$ cat config.mk
export PLATFORM = sky130hd
export DESIGN_NAME = fifo_queue_with_remove_by_id_flat
export DESIGN_NICKNAME = d
export VERILOG_FILES = /design/src/fqr_pkg.sv /design/src/fqr_if.sv /design/src/fqr_cell.sv /design/src/fifo_queue_with_remove_by_id.sv /design/src/flat_wrapper.sv
export SDC_FILE = /design/constraint.sdc
export NUM_CORES = 1
export LEC_CHECK = 0
export BUFFER_PORTS_ARGS = -buffer_cell sky130_fd_sc_hd__buf_4
export CAP_MARGIN = 20
export CORE_MARGIN = 2
export CORE_UTILIZATION = 45
export DETAILED_ROUTE_END_ITERATION = 6
export PLACE_DENSITY = 0.69
export SLEW_MARGIN = 20
export SYNTH_ARGS = -nofsm -noshare
export SYNTH_HDL_FRONTEND = slang
export SYNTH_SLANG_ARGS = --single-unit
$ cat constraint.sdc
create_clock -name clk -period 4.2 [get_ports clk]
set_input_delay 0.21 -clock clk [delete_from_list [all_inputs] [get_ports clk]]
set_output_delay 0.21 -clock clk [all_outputs]
set_load 0.1 [all_outputs]
$ cat src/fqr_pkg.sv
// Shared constants and control types for the process-id queue.
package fqr_pkg;

  localparam int OP_BITS  = 2;
  localparam int PID_BITS = 8;
  localparam int ST_BITS  = 2;
  localparam int CNT_BITS = 5;

  localparam logic [OP_BITS-1:0] OP_INSERT = 2'd0;
  localparam logic [OP_BITS-1:0] OP_REMOVE = 2'd1;
  localparam logic [OP_BITS-1:0] OP_CLEAR  = 2'd2;

  localparam logic [ST_BITS-1:0] ST_OK        = 2'd0;
  localparam logic [ST_BITS-1:0] ST_EMPTY     = 2'd1;
  localparam logic [ST_BITS-1:0] ST_NOT_FOUND = 2'd2;
  localparam logic [ST_BITS-1:0] ST_FULL      = 2'd3;

  // Control broadcast from the sequencer to every cell.
  typedef struct packed {
    logic capture;  // latch per-cell match against the incoming key
    logic commit;   // apply the operation to the stored ids
    logic insert;
    logic remove;
  } cell_ctl_t;

endpackage

$ cat src/fqr_if.sv
// Request and response channel interfaces for the process-id queue.
interface fqr_req_if;
  import fqr_pkg::*;
  logic                valid;
  logic                ready;
  logic [OP_BITS-1:0]  opcode;
  logic [PID_BITS-1:0] process_id;

  modport source(output valid, output opcode, output process_id, input ready);
  modport sink(input valid, input opcode, input process_id, output ready);
endinterface

interface fqr_rsp_if;
  import fqr_pkg::*;
  logic                valid;
  logic                ready;
  logic [ST_BITS-1:0]  status;
  logic [CNT_BITS-1:0] entry_count;
  logic                queue_empty;
  logic [PID_BITS-1:0] head_id;

  modport source(output valid, output status, output entry_count,
                 output queue_empty, output head_id, input ready);
  modport sink(input valid, input status, input entry_count,
               input queue_empty, input head_id, output ready);
endinterface

$ cat src/fqr_cell.sv
// One queue slot: stored id, match flag and shift-left on remove.
module fqr_cell import fqr_pkg::*; #(
  parameter int ID_BITS = 8
) (
  input  logic               clk,
  input  logic               rst,
  input  cell_ctl_t          ctl,
  input  logic [ID_BITS-1:0] key,
  input  logic               occupied,
  input  logic               at_tail,
  input  logic               found,
  input  logic [ID_BITS-1:0] nbr_id,
  input  logic               hit_in,
  output logic               hit_out,
  output logic [ID_BITS-1:0] id
);

  logic hit;

  // hit_out is set from the first matching cell toward the tail
  assign hit_out = hit_in | hit;

  always_ff @(posedge clk) begin
    if (rst) begin
      hit <= 1'b0;
    end else if (ctl.capture) begin
      hit <= occupied && (id == key);
    end
  end

  always_ff @(posedge clk) begin
    if (ctl.commit) begin
      if (ctl.insert && at_tail) begin
        id <= key;
      end else if (ctl.remove && found && hit_out) begin
        id <= nbr_id;
      end
    end
  end

endmodule

$ cat src/fifo_queue_with_remove_by_id.sv
// Ordered process-id queue with insert at tail, remove by id and clear.
// A request is latched with every cell's match, then resolved in the update state;
// no new request is accepted until that update commits. The update resolves the
// first match along the cell chain, shifts the tail side left and loads the
// response register. A stalled response holds the update state.
// Reset: synchronous; clears the entry count and control, slot ids are not reset.
module fifo_queue_with_remove_by_id import fqr_pkg::*; #(
  parameter int QUEUE_DEPTH = 16,
  parameter int ID_BITS     = 8
) (
  input  logic       clk,
  input  logic       rst,
  fqr_req_if.sink    in_ch,
  fqr_rsp_if.source  out_ch
);

  localparam int CW = $clog2(QUEUE_DEPTH + 1);

  typedef enum logic [1:0] {
    S_IDLE   = 2'b01,
    S_UPDATE = 2'b10
  } state_t;

  state_t             state, state_next;
  logic [CW-1:0]      count, count_next;
  logic [OP_BITS-1:0] op;
  logic [ID_BITS-1:0] key;
  logic [ID_BITS-1:0] key_sel;
  logic               accept, commit;
  logic               is_ins, is_rem, is_clr, full, found;
  logic [ST_BITS-1:0] status_next;
  logic [ID_BITS-1:0] head_next;
  cell_ctl_t          ctl;

  logic               rsp_valid;
  logic [ST_BITS-1:0] rsp_status;
  logic [CNT_BITS-1:0] rsp_count;
  logic               rsp_empty;
  logic [PID_BITS-1:0] rsp_head;

  logic [ID_BITS-1:0] cell_id [QUEUE_DEPTH];
  logic [QUEUE_DEPTH-1:0] hit_chain;

  assign in_ch.ready = (state == S_IDLE);
  assign accept      = in_ch.valid && in_ch.ready;
  assign commit      = (state == S_UPDATE) && (!rsp_valid || out_ch.ready);

  // capture compares against the incoming id, commit uses the latched one
  assign key_sel = accept ? ID_BITS'(in_ch.process_id) : key;

  assign is_ins = (op == OP_INSERT);
  assign is_rem = (op == OP_REMOVE);
  assign is_clr = (op == OP_CLEAR);
  assign full   = (count == CW'(QUEUE_DEPTH));
  assign found  = hit_chain[QUEUE_DEPTH-1];

  assign ctl.capture = accept;
  assign ctl.commit  = commit;
  assign ctl.insert  = is_ins;
  assign ctl.remove  = is_rem;

  genvar k;
  generate
    for (k = 0; k < QUEUE_DEPTH; k++) begin : g_cell
      logic               hit_in;
      logic [ID_BITS-1:0] nbr_id;
      if (k == 0) begin : g_first
        assign hit_in = 1'b0;
      end else begin : g_mid
        assign hit_in = hit_chain[k-1];
      end
      if (k == QUEUE_DEPTH - 1) begin : g_last
        assign nbr_id = '0;
      end else begin : g_inner
        assign nbr_id = cell_id[k+1];
      end
      fqr_cell #(.ID_BITS(ID_BITS)) u_cell (
        .clk      (clk),
        .rst      (rst),
        .ctl      (ctl),
        .key      (key_sel),
        .occupied (CW'(k) < count),
        .at_tail  (CW'(k) == count),
        .found    (found),
        .nbr_id   (nbr_id),
        .hit_in   (hit_in),
        .hit_out  (hit_chain[k]),
        .id       (cell_id[k])
      );
    end
  endgenerate

  always_comb begin
    count_next  = count;
    status_next = ST_OK;
    if (is_ins) begin
      if (full) begin
        status_next = ST_FULL;
      end else begin
        count_next = count + 1'b1;
      end
    end else if (is_rem) begin
      if (count == '0) begin
        status_next = ST_EMPTY;
      end else if (!found) begin
        status_next = ST_NOT_FOUND;
      end else begin
        count_next = count - 1'b1;
      end
    end else if (is_clr) begin
      count_next = '0;
    end
  end

  // head after the update, read from cells 0 and 1 before they change, or the key on an insert into an empty queue
  always_comb begin
    if (count_next == '0) begin
      head_next = '0;
    end else if (is_ins && count == '0) begin
      head_next = key;
    end else if (is_rem && found && hit_chain[0]) begin
      head_next = cell_id[1];
    end else begin
      head_next = cell_id[0];
    end
  end

  always_comb begin
    state_next = state;
    case (state)
      S_IDLE:   if (accept) state_next = S_UPDATE;
      S_UPDATE: if (commit) state_next = S_IDLE;
      default:  state_next = S_IDLE;
    endcase
  end

  always_ff @(posedge clk) begin
    if (rst) begin
      state     <= S_IDLE;
      count     <= '0;
      rsp_valid <= 1'b0;
    end else begin
      state <= state_next;
      if (commit) begin
        count     <= count_next;
        rsp_valid <= 1'b1;
      end else if (out_ch.ready) begin
        rsp_valid <= 1'b0;
      end
    end
  end

  always_ff @(posedge clk) begin
    if (accept) begin
      op  <= in_ch.opcode;
      key <= ID_BITS'(in_ch.process_id);
    end
    if (commit) begin
      rsp_status <= status_next;
      rsp_count  <= CNT_BITS'(count_next);
      rsp_empty  <= (count_next == '0);
      rsp_head   <= PID_BITS'(head_next);
    end
  end

  assign out_ch.valid       = rsp_valid;
  assign out_ch.status      = rsp_status;
  assign out_ch.entry_count = rsp_count;
  assign out_ch.queue_empty = rsp_empty;
  assign out_ch.head_id     = rsp_head;

  a_count_bound: assert property (@(posedge clk) disable iff (rst)
    count <= CW'(QUEUE_DEPTH))
    else $error("entry count above depth");

  a_accept_then_update: assert property (@(posedge clk) disable iff (rst)
    accept |=> (state == S_UPDATE))
    else $error("request not followed by update cycle");

  a_insert_grows: assert property (@(posedge clk) disable iff (rst)
    commit && is_ins && !full |=> count == CW'($past(count) + 1'b1))
    else $error("insert did not grow the queue");

  a_commit_resp: assert property (@(posedge clk) disable iff (rst)
    commit |=> rsp_valid && (state == S_IDLE))
    else $error("update did not produce a response");

endmodule

$ cat src/flat_wrapper.sv
// flat-port wrapper written by rule: the top's interface ports become plain ports
module fifo_queue_with_remove_by_id_flat import fqr_pkg::*;
#(
  parameter int QUEUE_DEPTH = 16,
  parameter int ID_BITS     = 8
)
  (clk, rst, in_ch_valid, in_ch_opcode, in_ch_process_id, in_ch_ready, out_ch_valid, out_ch_status, out_ch_entry_count, out_ch_queue_empty, out_ch_head_id, out_ch_ready);
  fqr_req_if in_ch_i ();
  fqr_rsp_if out_ch_i ();
  input  logic clk;
  input  logic rst;
  input wire logic [$bits(in_ch_i.valid)-1:0] in_ch_valid;
  input wire logic [$bits(in_ch_i.opcode)-1:0] in_ch_opcode;
  input wire logic [$bits(in_ch_i.process_id)-1:0] in_ch_process_id;
  output wire logic [$bits(in_ch_i.ready)-1:0] in_ch_ready;
  output wire logic [$bits(out_ch_i.valid)-1:0] out_ch_valid;
  output wire logic [$bits(out_ch_i.status)-1:0] out_ch_status;
  output wire logic [$bits(out_ch_i.entry_count)-1:0] out_ch_entry_count;
  output wire logic [$bits(out_ch_i.queue_empty)-1:0] out_ch_queue_empty;
  output wire logic [$bits(out_ch_i.head_id)-1:0] out_ch_head_id;
  input wire logic [$bits(out_ch_i.ready)-1:0] out_ch_ready;
  assign in_ch_i.valid = in_ch_valid;
  assign in_ch_i.opcode = in_ch_opcode;
  assign in_ch_i.process_id = in_ch_process_id;
  assign in_ch_ready = in_ch_i.ready;
  assign out_ch_valid = out_ch_i.valid;
  assign out_ch_status = out_ch_i.status;
  assign out_ch_entry_count = out_ch_i.entry_count;
  assign out_ch_queue_empty = out_ch_i.queue_empty;
  assign out_ch_head_id = out_ch_i.head_id;
  assign out_ch_i.ready = out_ch_ready;
  fifo_queue_with_remove_by_id #(.QUEUE_DEPTH(QUEUE_DEPTH), .ID_BITS(ID_BITS)) u_core (.clk(clk), .rst(rst), .in_ch(in_ch_i), .out_ch(out_ch_i));
endmodule
; ---- Word-level counts from Yosys, hierarchy flattened
; Index checks and enable logic that the tools add are counted.
[word_totals]
reg_bits = 178
latch_bits = 0
ramBits = 0
mem_bits_ro = 0
output_inout_bits = 18
wordCells = 250
n_memories = 0
[classes]
n_addsub = 2
multipliers = 0
div_mod_pow = 0
order_cmp = 16
eq_ne = 38
n_shift = 0
n_mux = 50
bitwise = 15
reduce_logical = 88
[ops]
columns = cell, n
row1 = $mux W8, 34
row2 = $eq A8 B8 Y1, 16
row3 = $logic_and A1 B1 Y1, 51
row4 = $eq A4 B5 Y1 const A, 8
row5 = $lt A4 B5 Y1 const A, 8
row6 = $reduce_and A2 Y1, 16
row7 = $reduce_bool A2 Y1, 16
row8 = $mux W5, 6
row9 = $eq A3 B5 Y1 const A, 4
row10 = $lt A3 B5 Y1 const A, 4
row11 = $or A1 B1 Y1, 15
row12 = $mux W2, 7
row13 = $eq A2 B5 Y1 const A, 2
row14 = $logic_not A5 Y1, 2
row15 = $lt A1 B5 Y1 const A, 2
row16 = $lt A2 B5 Y1 const A, 2
row17 = $add A5 B1 Y5 const B, 1
row18 = $eq A1 B5 Y1 const A, 1
row19 = $eq A5 B5 Y1 const B, 1
row20 = $sub A5 B1 Y5 const B, 1
row21 = $eq A2 B1 Y1 const B, 2
row22 = $eq A2 B2 Y1 const B, 2
row23 = $pmux W2 S2, 1
row24 = $logic_not A2 Y1, 1
row25 = other kinds (5), 6

; ---- Longest topological paths before layout
; Gate-level depths: netlist of run 1.
[logic_depth]
word_depth = 20
ltp_mapped = 9

; ---- Modules after synthesis
; From an unflattened synthesis of run 1, not the netlist that was laid out.
[hier_totals]
cells_unflattened = 780
hier_area_um2 = 9748.1
[modules_own_cells]
columns = module, n_inst, cells_each, area_each_um2
row1 = fqr_cell, 16, 35, 484.2
row2 = fifo_queue_with_remove_by_id, 1, 220, 2000.7

; ---- Worst setup path after synthesis of run 1
; No wires, ideal clock.
[synth_path]
path_type = flip-flop to flip-flop
start = register u_core.op[0]
end = register u_core.g_cell[5].u_cell.id[0] (enable)
arrival_ps = 2328
slack_ps = 1502
stages_incl_launch_ff = 8
period_less_slack_ps = 2698
path_cell_list = edfxtp_1 -> clkbuf_1 -> nor2_1 -> nand2_1 -> nor4_1 -> clkbuf_1 -> a21oi_1 -> nor2_1
[synth_via]
elab_chain_cells = 5
word_cells_on_any_way = 7
classes_between = 1 x eq/ne / 6 x reduce/logical
[synth_rtl]
columns = item, line_no
row1 = from (decl), fifo_queue_with_remove_by_id.sv:26  ; logic [OP_BITS-1:0] op;
row2 = from (signal assigned), fifo_queue_with_remove_by_id.sv:155  ; op <= in_ch.opcode;
row3 = $eq A2 B1 Y1, fifo_queue_with_remove_by_id.sv:52  ; assign is_rem = (op == OP_REMOVE);
row4 = $logic_and A1 B1 Y1 (2 in a row), fqr_cell.sv:35  ; end else if (ctl.remove && found && hit_out) begin
row5 = $reduce_bool A2 Y1 (no line) *, --
row6 = $reduce_and A2 Y1 (no line) *, --
row7 = to (signal assigned), fqr_cell.sv:34  ; id <= key;
row8 = to (signal assigned), fqr_cell.sv:36  ; id <= nbr_id;
row9 = to (decl), fqr_cell.sv:15  ; output logic [ID_BITS-1:0] id
; Mark *: on every way between the ends. The rest lies on a longest branch, timed or not.
; A chain may end at the register's enable or synchronous reset.

; ---- Worst setup path in the final report of run 1
[layout_path]
start = register u_core.count[1]
end = register u_core.rsp_head[5], in the netlist u_core.out_ch.head_id[5], data pin
[layout_via]
elab_chain_cells = 6
word_cells_on_any_way = 13
classes_between = 2 x add/sub / 1 x eq/ne / 7 x mux / 3 x reduce/logical
[layout_rtl]
columns = item, line_no
row1 = from (decl), fifo_queue_with_remove_by_id.sv:25  ; logic [CW-1:0] count, count_next;
row2 = from (signal assigned), fifo_queue_with_remove_by_id.sv:145  ; count <= count_next;
row3 = $sub A5 B1 Y5, fifo_queue_with_remove_by_id.sv:108  ; count_next = count - 1'b1;
row4 = $mux W5, fifo_queue_with_remove_by_id.sv:105  ; end else if (!found) begin
row5 = $mux W5, fifo_queue_with_remove_by_id.sv:103  ; if (count == '0) begin
row6 = $mux W5, fifo_queue_with_remove_by_id.sv:102  ; end else if (is_rem) begin
row7 = $mux W5 *, fifo_queue_with_remove_by_id.sv:96  ; if (is_ins) begin
row8 = via u_core.count_next[1], fifo_queue_with_remove_by_id.sv:25
row9 = $logic_not A5 Y1 *, fifo_queue_with_remove_by_id.sv:117  ; if (count_next == '0) begin
row10 = to (signal assigned), fifo_queue_with_remove_by_id.sv:162  ; rsp_head <= PID_BITS'(head_next);
row11 = to (decl), fifo_queue_with_remove_by_id.sv:39  ; logic [PID_BITS-1:0] rsp_head;
; Mark *: on every way through the listed nets, which the timed path passes. The rest lies on a longest branch.

==> impl_results.md, run 1 <==
* Port Buffers at 31
* Sequential cell area fraction in the yosys report at 54.5%
* TNS Setup at 0 ps
* Clk_lat worst skew at approximately 430 ps
* Area after DPL at between 9000 and 10000 um^2
* Grt total ovfl at 0
* CTS tree: built
* Period Utilization, post-route at 73.5%
* Root Buffer: clkbuf_16
* Pleak at roughly 3.7 nW
* Mapped Nets at between 900 and 1000
* Run status: completed
* Warnings from Yosys at 0
* Largest cells by area after synthesis: edfxtp_1 (48%), dfxtp_1 (6.9%), xnor2_1 (6.8%)
* Die ar. at between 20000 and 25000 um^2
* Type of origin of the critical path: flip-flop
* Vias per inst at approximately 5.7
* WL/cell at 18.6 um
* CTS H-Tree Depth at 4
* Clock Path Buffers at 2
* Hold_ws at between 90 and 100 ps
* CP required at about 4400 ps
* Hold Path Class: in -> reg
* Max-slew violations at 0
* Io pins at 32
* Final core occ at 51.5%
* DRT iter0 DRCs at 610
* Vias in the first global route at approximately 6700
* Cts repair resizes at 0
* Number of synthesized flops with an enable pin at 146
* Nets@finish at 936
* Diode count at 0
* Worst slew pin tran at ~1000 ps
* Sequential share of power at between 40% and 50%
* Dpl cells at 1166
* Final total power at around 4.1 mW
* PD cells at approximately 400 nW/um^2
* Async set-reset flop share out of synthesis at 0%
* Mapped Area at about 9200 um^2
* FMAX at about 0.32 GHz
* Final ANT Viol Nets at 0
* Largest area contributor in the netlist: edfxtp_1
* Clk sinks at between 150 and 200
* Setup WS pre-CTS at approximately 1200 ps
* Syn Inst Count at slightly above 900
* Critical Path End Type: flip-flop
* Worst IR Drop VDD at around 0.27 mV
* Post-synth top area share at 47.6%
* Final setup fails at 0
* Crit path time final at around 3100 ps
* Clock transition at path regs at approximately 70 ps
* Slew margin rel. at around 33%
* Max cap viols at 0
* Chip Width at 147 um
* Final Skew at 11.8 ps
* Endpoints failing hold at 0
* GRT Total Usage at a little over a fifth
* Core Rows at between 50 and 60
* Detailed Place HPWL at around 16000 um
* CP max FO at 11
* RSZ-0062 raised after global routing: no
* Psw at around 1.1 mW
* Synth unique cells at 54
* CTS Hold Bufs at 2
* Post-route DRC at 0
* Die height at 147 um
* Core Footprint at 20200 um^2
* Worst endpoint data arrival time at around 3200 ps
* Postcts setup bufs at 0
* Cell area after layout at between 10000 and 15000 um^2
* Pint at slightly above 3 mW
* DRT Pass-1 Iters at 5
* Antenna violations before repair at 0
* Final setup margin at 1110 ps
* Avg Cell Area, Syn at a little over 10 um^2
* Fraction of layout cells with a size suffix above 1 at between 10% and 20%
* Largest net degree at the start of global routing at 29
* DR vias at ~6800
* Primary FF master, synth: edfxtp_1
* Clk network pwr share at between 30% and 40%
* FF+latch count, synth at about 180
* First-pass GRT wire length at 36700 um
* CTS Buf Count at 17
* Initial Util at between 40% and 50%
* Combinational share of power at a little over an eighth
* Critical path class: reg -> reg
* Routed WL at between 20000 and 25000 um
* Synth-to-Final Area Change at 12.7%
* Gpl congestion at between 0.9 and 1
* Sw frac at between 20% and 30%
* Fin cells at around 1200
power by group through the flow:
stage | Sequential, mW | Clock (mW) | Combinational (mW)
3_5_place_dp | 1.98 | 0 | 0.543
3_3_place_gp | 1.98 | 0 | 0.537
5_1_grt | 1.94 | 1.72 | 0.597
4_1_cts | 1.94 | 1.65 | 0.548
2_1_floorplan | 1.98 | 0 | 0.358
6_report | 1.94 | 1.63 | 0.551
layer usage:
layer / part of all wire, % / wire length (um) / up-vias / GRT usage [%]
li1: - / - / 3245 / -
met1: 45 / 10100 / 3273 / 30.6
met2: 45 / 10000 / 235 / 33.2
met3: 7.1 / 1580 / 36 / 5.25
met4: 2.4 / 537 / 0 / 7.07
met5: 0 / 0 / - / 0
logic make-up (layout without fill, tap and decap cells):
group,Yosys count,count (layout),share of synthesized area [%]
AND/OR/NAND/NOR,296,296,15.1
AO/OA/AOI/OAI,212,212,12.9
flip-flops,178,178,54.5
XOR/XNOR,131,131,12.4
buffers and inverters,80,99,3.45
multiplexers,8,8,0.950
adder cells (fa/ha/maj),5,5,0.679
synthesized netlist by cell type (2+ instances only):
library cell / n
nand2_1: 153
edfxtp_1: 146
o21ai_0: 116
xnor2_1: 72
xor2_1: 59
a21oi_1: 55
clkbuf_1: 53
nor2_1: 48
dfxtp_1: 32
nor4_1: 24
inv_1: 17
nand3_1: 16
nand4_1: 13
buf_2: 8
o21a_1: 8
nor3_1: 7
mux2i_1: 6
a2111oi_0: 5
a211oi_1: 5
ha_1: 5
nor2b_1: 5
o31ai_1: 5
a31oi_1: 3
and2_1: 3
nand2b_1: 3
or2_2: 3
or3_1: 3
or4_1: 3
a311oi_1: 2
and3_1: 2
mux2i_2: 2
nand3b_1: 2
nor4b_1: 2
o2111ai_1: 2
o211ai_1: 2
o41ai_1: 2
cell type report:
class	count	area, um^2
Clock buffer	19	443
Clock inverter	12	155
Fill cell	1794	9780
Inverter	17	63.8
Multi-Input combinational cell	652	3970
Sequential cell	178	5020
Tap cell	270	338
Timing Repair Buffer	51	388
worst max-delay path, cell delays in order (launching register included):
cell	delay [ps]
dfxtp_1	590
inv_1	190
ha_1	360
nor4b_1	210
or2_2	340
a21oi_1	220
o311ai_1	220
nor4_4	530
a21oi_1	160
registers in the layout, summed over array words and instances, names as in the netlist:
register and count:
u_core.g_cell.u_cell.id 128, u_core.out_ch.valid 1, u_core.g_cell.u_cell.hit 16, u_core.out_ch.entry_count 5, u_core.state 2, u_core.out_ch.status 2
u_core.op 2, u_core.count 5, u_core.key 8, u_core.out_ch.head_id 8, u_core.out_ch.queue_empty 1
worst paths after layout:
kind         cells past startpoint                    startpoint                            to  slack, ps
min                              3                  out_ch_ready           u_core.out_ch.valid        100
max                              8               u_core.count[1]      u_core.out_ch.head_id[5]       1110
max reg2reg                      8               u_core.count[1]      u_core.out_ch.head_id[5]       1110
min reg2reg                      2  u_core.g_cell[12].u_cell.hit  u_core.g_cell[12].u_cell.hit        460
cell usage in the layout, fill, tap and decap left out, drive strengths merged, types with 19 or more instances in the layout:
cell type  instances
a21oi             55
buf               49
clkbuf            19
dfxtp             32
edfxtp           146
inv               20
nand2            153
nor2              48
nor4              26
o21ai            117
xnor2             72
xor2              59
No activity file was read; power rests on OpenSTA's default activity.
==> run 2, diff against run 1 <==
==> constraint.sdc (replaced) <==
create_clock -name clk -period 3.1 [get_ports clk]
set_input_delay 0.155 -clock clk [delete_from_list [all_inputs] [get_ports clk]]
set_output_delay 0.155 -clock clk [all_outputs]
set_load 0.1 [all_outputs]
==> run 2 against run 1 <==
Maximum frequency up 3.4%. Count of clock-buffer cells in the layout down 1. Clock power up 31%. Sequential share of layout area down 1.4 points. Register-to-register slack worse by 1000 ps. Sequential power up 35%. Flip-flop and latch count unchanged. Combinational power up 46%. Total power up 35%. First-iteration DRC count up 5.1%. Critical path type unchanged. Largest cell class unchanged.
==> impl_results.md, run 2 (synthesis gave the netlist of run 1 again) <==
* Core Rows at 52
* Worst slew pin tran at around 1000 ps
* Io pins at 32
* Period Utilization, post-route at a little over nine tenths
* Cts repair resizes at 0
* Vias in the first global route at around 6500
* Core Footprint at 20200 um^2
* Critical path class: reg -> reg
* Clock transition at path regs at around 70 ps
* CP max FO at 11
* Slew margin rel. at between 30% and 40%
* Antenna violations before repair at 0
* DRT iter0 DRCs at 641
* CP delay by family, top: simple AND/OR/NAND/NOR gates
* DR vias at around 7000
* Gpl congestion at between 0.9 and 1
* GRT Total Usage at a little over a fifth
* Vias per inst at ~5.6
* Die ar. at between 20000 and 25000 um^2
* Pleak at slightly below 4 nW
* Grt total ovfl at 0
* Critical path, cell by cell: or4_4, or4b_4, nor2_1, nor3_1, o21ai_0, a21oi_1
* Crit path time final at about 3000 ps
* Clk_lat worst skew at ~440 ps
* Final ANT Viol Nets at 0
* PD cells at ~520 nW/um^2
* Clk sinks at 178
* DRT Pass-1 Iters at 5
* Nets@finish at around 970
* FMAX at 0.335 GHz
* Routed WL at 22800 um
* Critical Path End Type: flip-flop
* Chip Width at about 150 um
* Post-route DRC at 0
* Fraction of layout cells with a size suffix above 1 at between 10% and 20%
* Max cap viols at 0
* Most flops, register: u_core.g_cell.u_cell.id
* Dpl cells at about 1200
* CTS tree: built
* Clock Path Buffers at 2
* Type of origin of the critical path: flip-flop
* Largest net degree at the start of global routing at 33
* Initial Util at a little under half
* Port Buffers at 31
* Final Skew at roughly 10 ps
* Crit path from: u_core.g_cell[1].u_cell.hit
* Detailed Place HPWL at 16000 um
* CP required at between 3000 and 4000 ps
* Endpoints failing hold at 0
* Most common cell after layout, fill and taps aside: nand2_1
* Fin cells at between 1000 and 1500
* TNS Setup at 0 ps
* Min-Delay Startpoint: out_ch_ready
* CTS H-Tree Depth at 4
* Max reg flops at approximately 130
* Final setup fails at 0
* CP peak stage delay at just under 800 ps
* Diode count at 0
* First-pass GRT wire length at around 36000 um
* RSZ-0062 raised after global routing: no
* CTS Buf Count at 17
* Worst endpoint data arrival time at 3050 ps
* Commonest non-fill, non-tap cells in the layout: nand2_1 (153), edfxtp_1 (146), o21ai_0 (116)
* Hold Path Class: in -> reg
* Final total power at approximately 5.6 mW
* Die height at 147 um
* Final core occ at a little over half
* Root Buffer: clkbuf_16
* WL/cell at approximately 18 um
* Critical-path top delay cell: nor3_1
* Max-slew violations at 0
* Synth-to-Final Area Change at 16.0%
* Top flop regs: u_core.g_cell.u_cell.id (128), u_core.g_cell.u_cell.hit (16)
* Run status: completed
* Worst IR Drop VDD at about 0.39 mV
* CP bufs+invs at 0
* Worst flop-to-flop path startpoint: u_core.g_cell[1].u_cell.hit
* Hold_ws at about 43 ps
-- run 2: final cells by class --
class                   count  area (um^2)
well taps                 270          338
flip-flops and latches    178         5020
inverters                  17         63.8
multi-input cells         652         3970
clock buffers              18          429
repair buffers             89          711
clock inverters            14          148
fillers                  1772         9480
-- run 2: routing by layer --
layer / vias to the layer above / GRT usage, % / share of wire, %
met4: 0 / 7.02 / 1.8
li1: 3327 / - / -
met5: - / 0 / 0
met2: 243 / 34.1 / 46
met1: 3304 / 30.7 / 46
met3: 28 / 3.94 / 6.3
-- run 2: power by group --
group	total [mW]	internal, mW	switching [mW]
sequential	2.62	2.59	0.0298
clock	2.14	1.14	1.00
combinational	0.806	0.306	0.500
-- run 2: final timing paths --
kind         slack, ps  cells past startpoint                       endpoint
min reg2reg        470                      2    u_core.g_cell[8].u_cell.hit
min                 40                      3            u_core.out_ch.valid
max reg2reg        120                      6  u_core.g_cell[9].u_cell.id[3]
max                120                      6  u_core.g_cell[9].u_cell.id[3]
-- run 2: timing repair --
item / 4_1_cts / 5_1_grt
endpoints found under the hold margin: 2 / 0
hold buffers: 2 / 0
buffers inserted: 0 / 1
endpoints found under the setup margin: 0 / 2
-- run 2: metrics by stage --
stage | setup slack [ps] | area, um^2
after global placement | 242 | 10100
after detailed placement | 239 | 10100
after floorplan | 402 | 9220
after global routing | 33.3 | 10700
after CTS | 189 | 10700
final | 116 | 10700
-- run 2: worst min-delay path, stage by stage --
cell and delay (ps):
buf_4 70, nand2b_1 130, a21oi_1 70
==> run 3, diff against run 2 <==
==> constraint.sdc (replaced) <==
create_clock -name clk -period 3.4 [get_ports clk]
set_input_delay 0.17 -clock clk [delete_from_list [all_inputs] [get_ports clk]]
set_output_delay 0.17 -clock clk [all_outputs]
set_load 0.1 [all_outputs]
==> run 3 against run 2 <==
Critical endpoint is now u_core.out_ch.head_id[7]. Largest power group unchanged. Via count shrank 1.6%. Setup slack better by 230 ps. Cell count decreased by 1.5%. Non-clock buffer count decreased by 16. Core utilization decreased by 0.62 points. First-iteration DRC count rose by 11%.
==> impl_results.md, run 3 (synthesis gave the netlist of run 1 again) <==
* Run status: completed
* Worst IR Drop VDD at 0.285 mV
* Die ar. at 21600 um^2
* Diode count at 0
* Clock Path Buffers at 2
* Period Utilization, post-route at ~90%
* Die height at 147 um
* Hold Path Class: in -> reg
* Critical Path End Type: flip-flop
* Fraction of layout cells with a size suffix above 1 at about an eighth
* Clk_lat worst skew at between 400 and 500 ps
* Crit path time final at slightly above 3000 ps
* Vias per inst at 5.57
* Final setup fails at 0
* Gpl congestion at around 0.90
* Postcts setup bufs at 0
* CTS Buf Count at 17
* Synth-to-Final Area Change at 14.6%
* GRT Total Usage at between 20% and 30%
* DRT iter0 DRCs at slightly above 700
* FMAX at 0.327 GHz
* Critical-path top delay cell: dfxtp_1
* Vias in the first global route at 6414
* Post-route DRC at 0
* Max reg flops at approximately 130
* Detailed Place HPWL at between 15000 and 20000 um
* Cell area after layout at about 11000 um^2
* Worst endpoint data arrival time at about 3200 ps
* DRT Pass-1 Iters at 7
* Most used cell, CP: a21oi_1
* CP required at between 3000 and 4000 ps
* Io pins at 32
* Slew margin rel. at 27.1%
* Initial Util at 45.7%
* Type of origin of the critical path: flip-flop
* Core Rows at 52
* Endpoints failing hold at 0
* Critical path class: reg -> reg
* CTS H-Tree Depth at 4
* Root Buffer: clkbuf_16
* Nets@finish at roughly 960
* WL/cell at 19.2 um
* Pleak at between 3 and 4 nW
* Area after DPL at about 10000 um^2
* Worst slew pin tran at about 1100 ps
* First-pass GRT wire length at approximately 37000 um
* PD cells at 479 nW/um^2
* Critical path, cell by cell: inv_1, ha_1, nor4b_1, or2_2, a21oi_1, o311ai_1, nor4_4, a21oi_1
* Routed WL at 23400 um
* Core Footprint at between 20000 and 25000 um^2
* Final Skew at between 9 and 10 ps
* Clock transition at path regs at about 70 ps
* Most flops, register: u_core.g_cell.u_cell.id
* Max cap viols at 0
* Grt total ovfl at 0
* TNS Setup at 0 ps
* CP peak stage delay at 570 ps
* CP max FO at 11
* Final total power at around 5 mW
* Largest net degree at the start of global routing at 29
* Clk sinks at between 150 and 200
* Top flop regs: u_core.g_cell.u_cell.id (128), u_core.g_cell.u_cell.hit (16)
* Most common cell after layout, fill and taps aside: nand2_1
* Chip Width at between 100 and 150 um
* CP bufs+invs at 1
* RSZ-0062 raised after global routing: no
* Max-slew violations at 0
* Commonest non-fill, non-tap cells in the layout: nand2_1 (153), edfxtp_1 (146), o21ai_0 (116)
* Port Buffers at 31
* DR vias at slightly below 7000
* Final ANT Viol Nets at 0
* CP delay by family, top: simple AND/OR/NAND/NOR gates
* Antenna violations before repair at 0
* CTS tree: built
-- run 3: final timing paths --
path	cells after the start	end	slack [ps]	from
hold / removal	3	u_core.out_ch.valid	60	out_ch_ready
setup reg to reg	8	u_core.out_ch.head_id[7]	340	u_core.count[1]
hold reg to reg	2	u_core.g_cell[12].u_cell.hit	460	u_core.g_cell[12].u_cell.hit
setup / recovery	8	u_core.out_ch.head_id[7]	340	u_core.count[1]
-- run 3: per-layer routing --
metal,routed length [um],global-route usage (%),up-vias
met1,10900,31.3,3300
li1,-,-,3290
met3,1100,3.48,24
met4,517,7.50,0
met2,10800,35.2,177
met5,0,0,-
-- run 3: what timing repair did --
| action | 4_1_cts | 5_1_grt |
|---|---|---|
| hold buffers | 2 | 0 |
| endpoints found under the setup margin | 0 | 0 |
| gates resized for setup | 0 | 0 |
| endpoints found under the hold margin | 2 | 0 |
-- run 3: cell type report --
cell class / instances / area [um^2]
clock buffer: 18 / 429
clock inverter: 12 / 135
multi-input combinational: 652 / 3970
tap: 270 / 338
sequential: 178 / 5020
timing repair buffer: 73 / 598
inverter: 17 / 63.8
fill: 1803 / 9610
-- run 3: tightest hold or removal path, cell delays in order --
cell and delay (ps):
buf_4 70, nand2b_1 130, a21oi_1 70
-- run 3: stage by stage --
| step | setup slack (ps) | util (%) | hold WS, ps | std cells |
|---|---|---|---|---|
| 3_3_place_gp | 437 | 49.4 | 364 | 1187 |
| 6_report | 345 | 52.4 | 60.9 | 1220 |
| 3_5_place_dp | 382 | 49.4 | 350 | 1187 |
| 5_1_grt | 146 | 52.4 | 71.9 | 1220 |
| 4_1_cts | 387 | 52.3 | 44.9 | 1219 |
| 2_1_floorplan | 702 | - | 253 | 910 |
-- run 3: where the power goes --
part,switching [mW],internal (mW)
logic,0.454,0.271
registers,0.0363,2.36
clock network,0.857,1.08
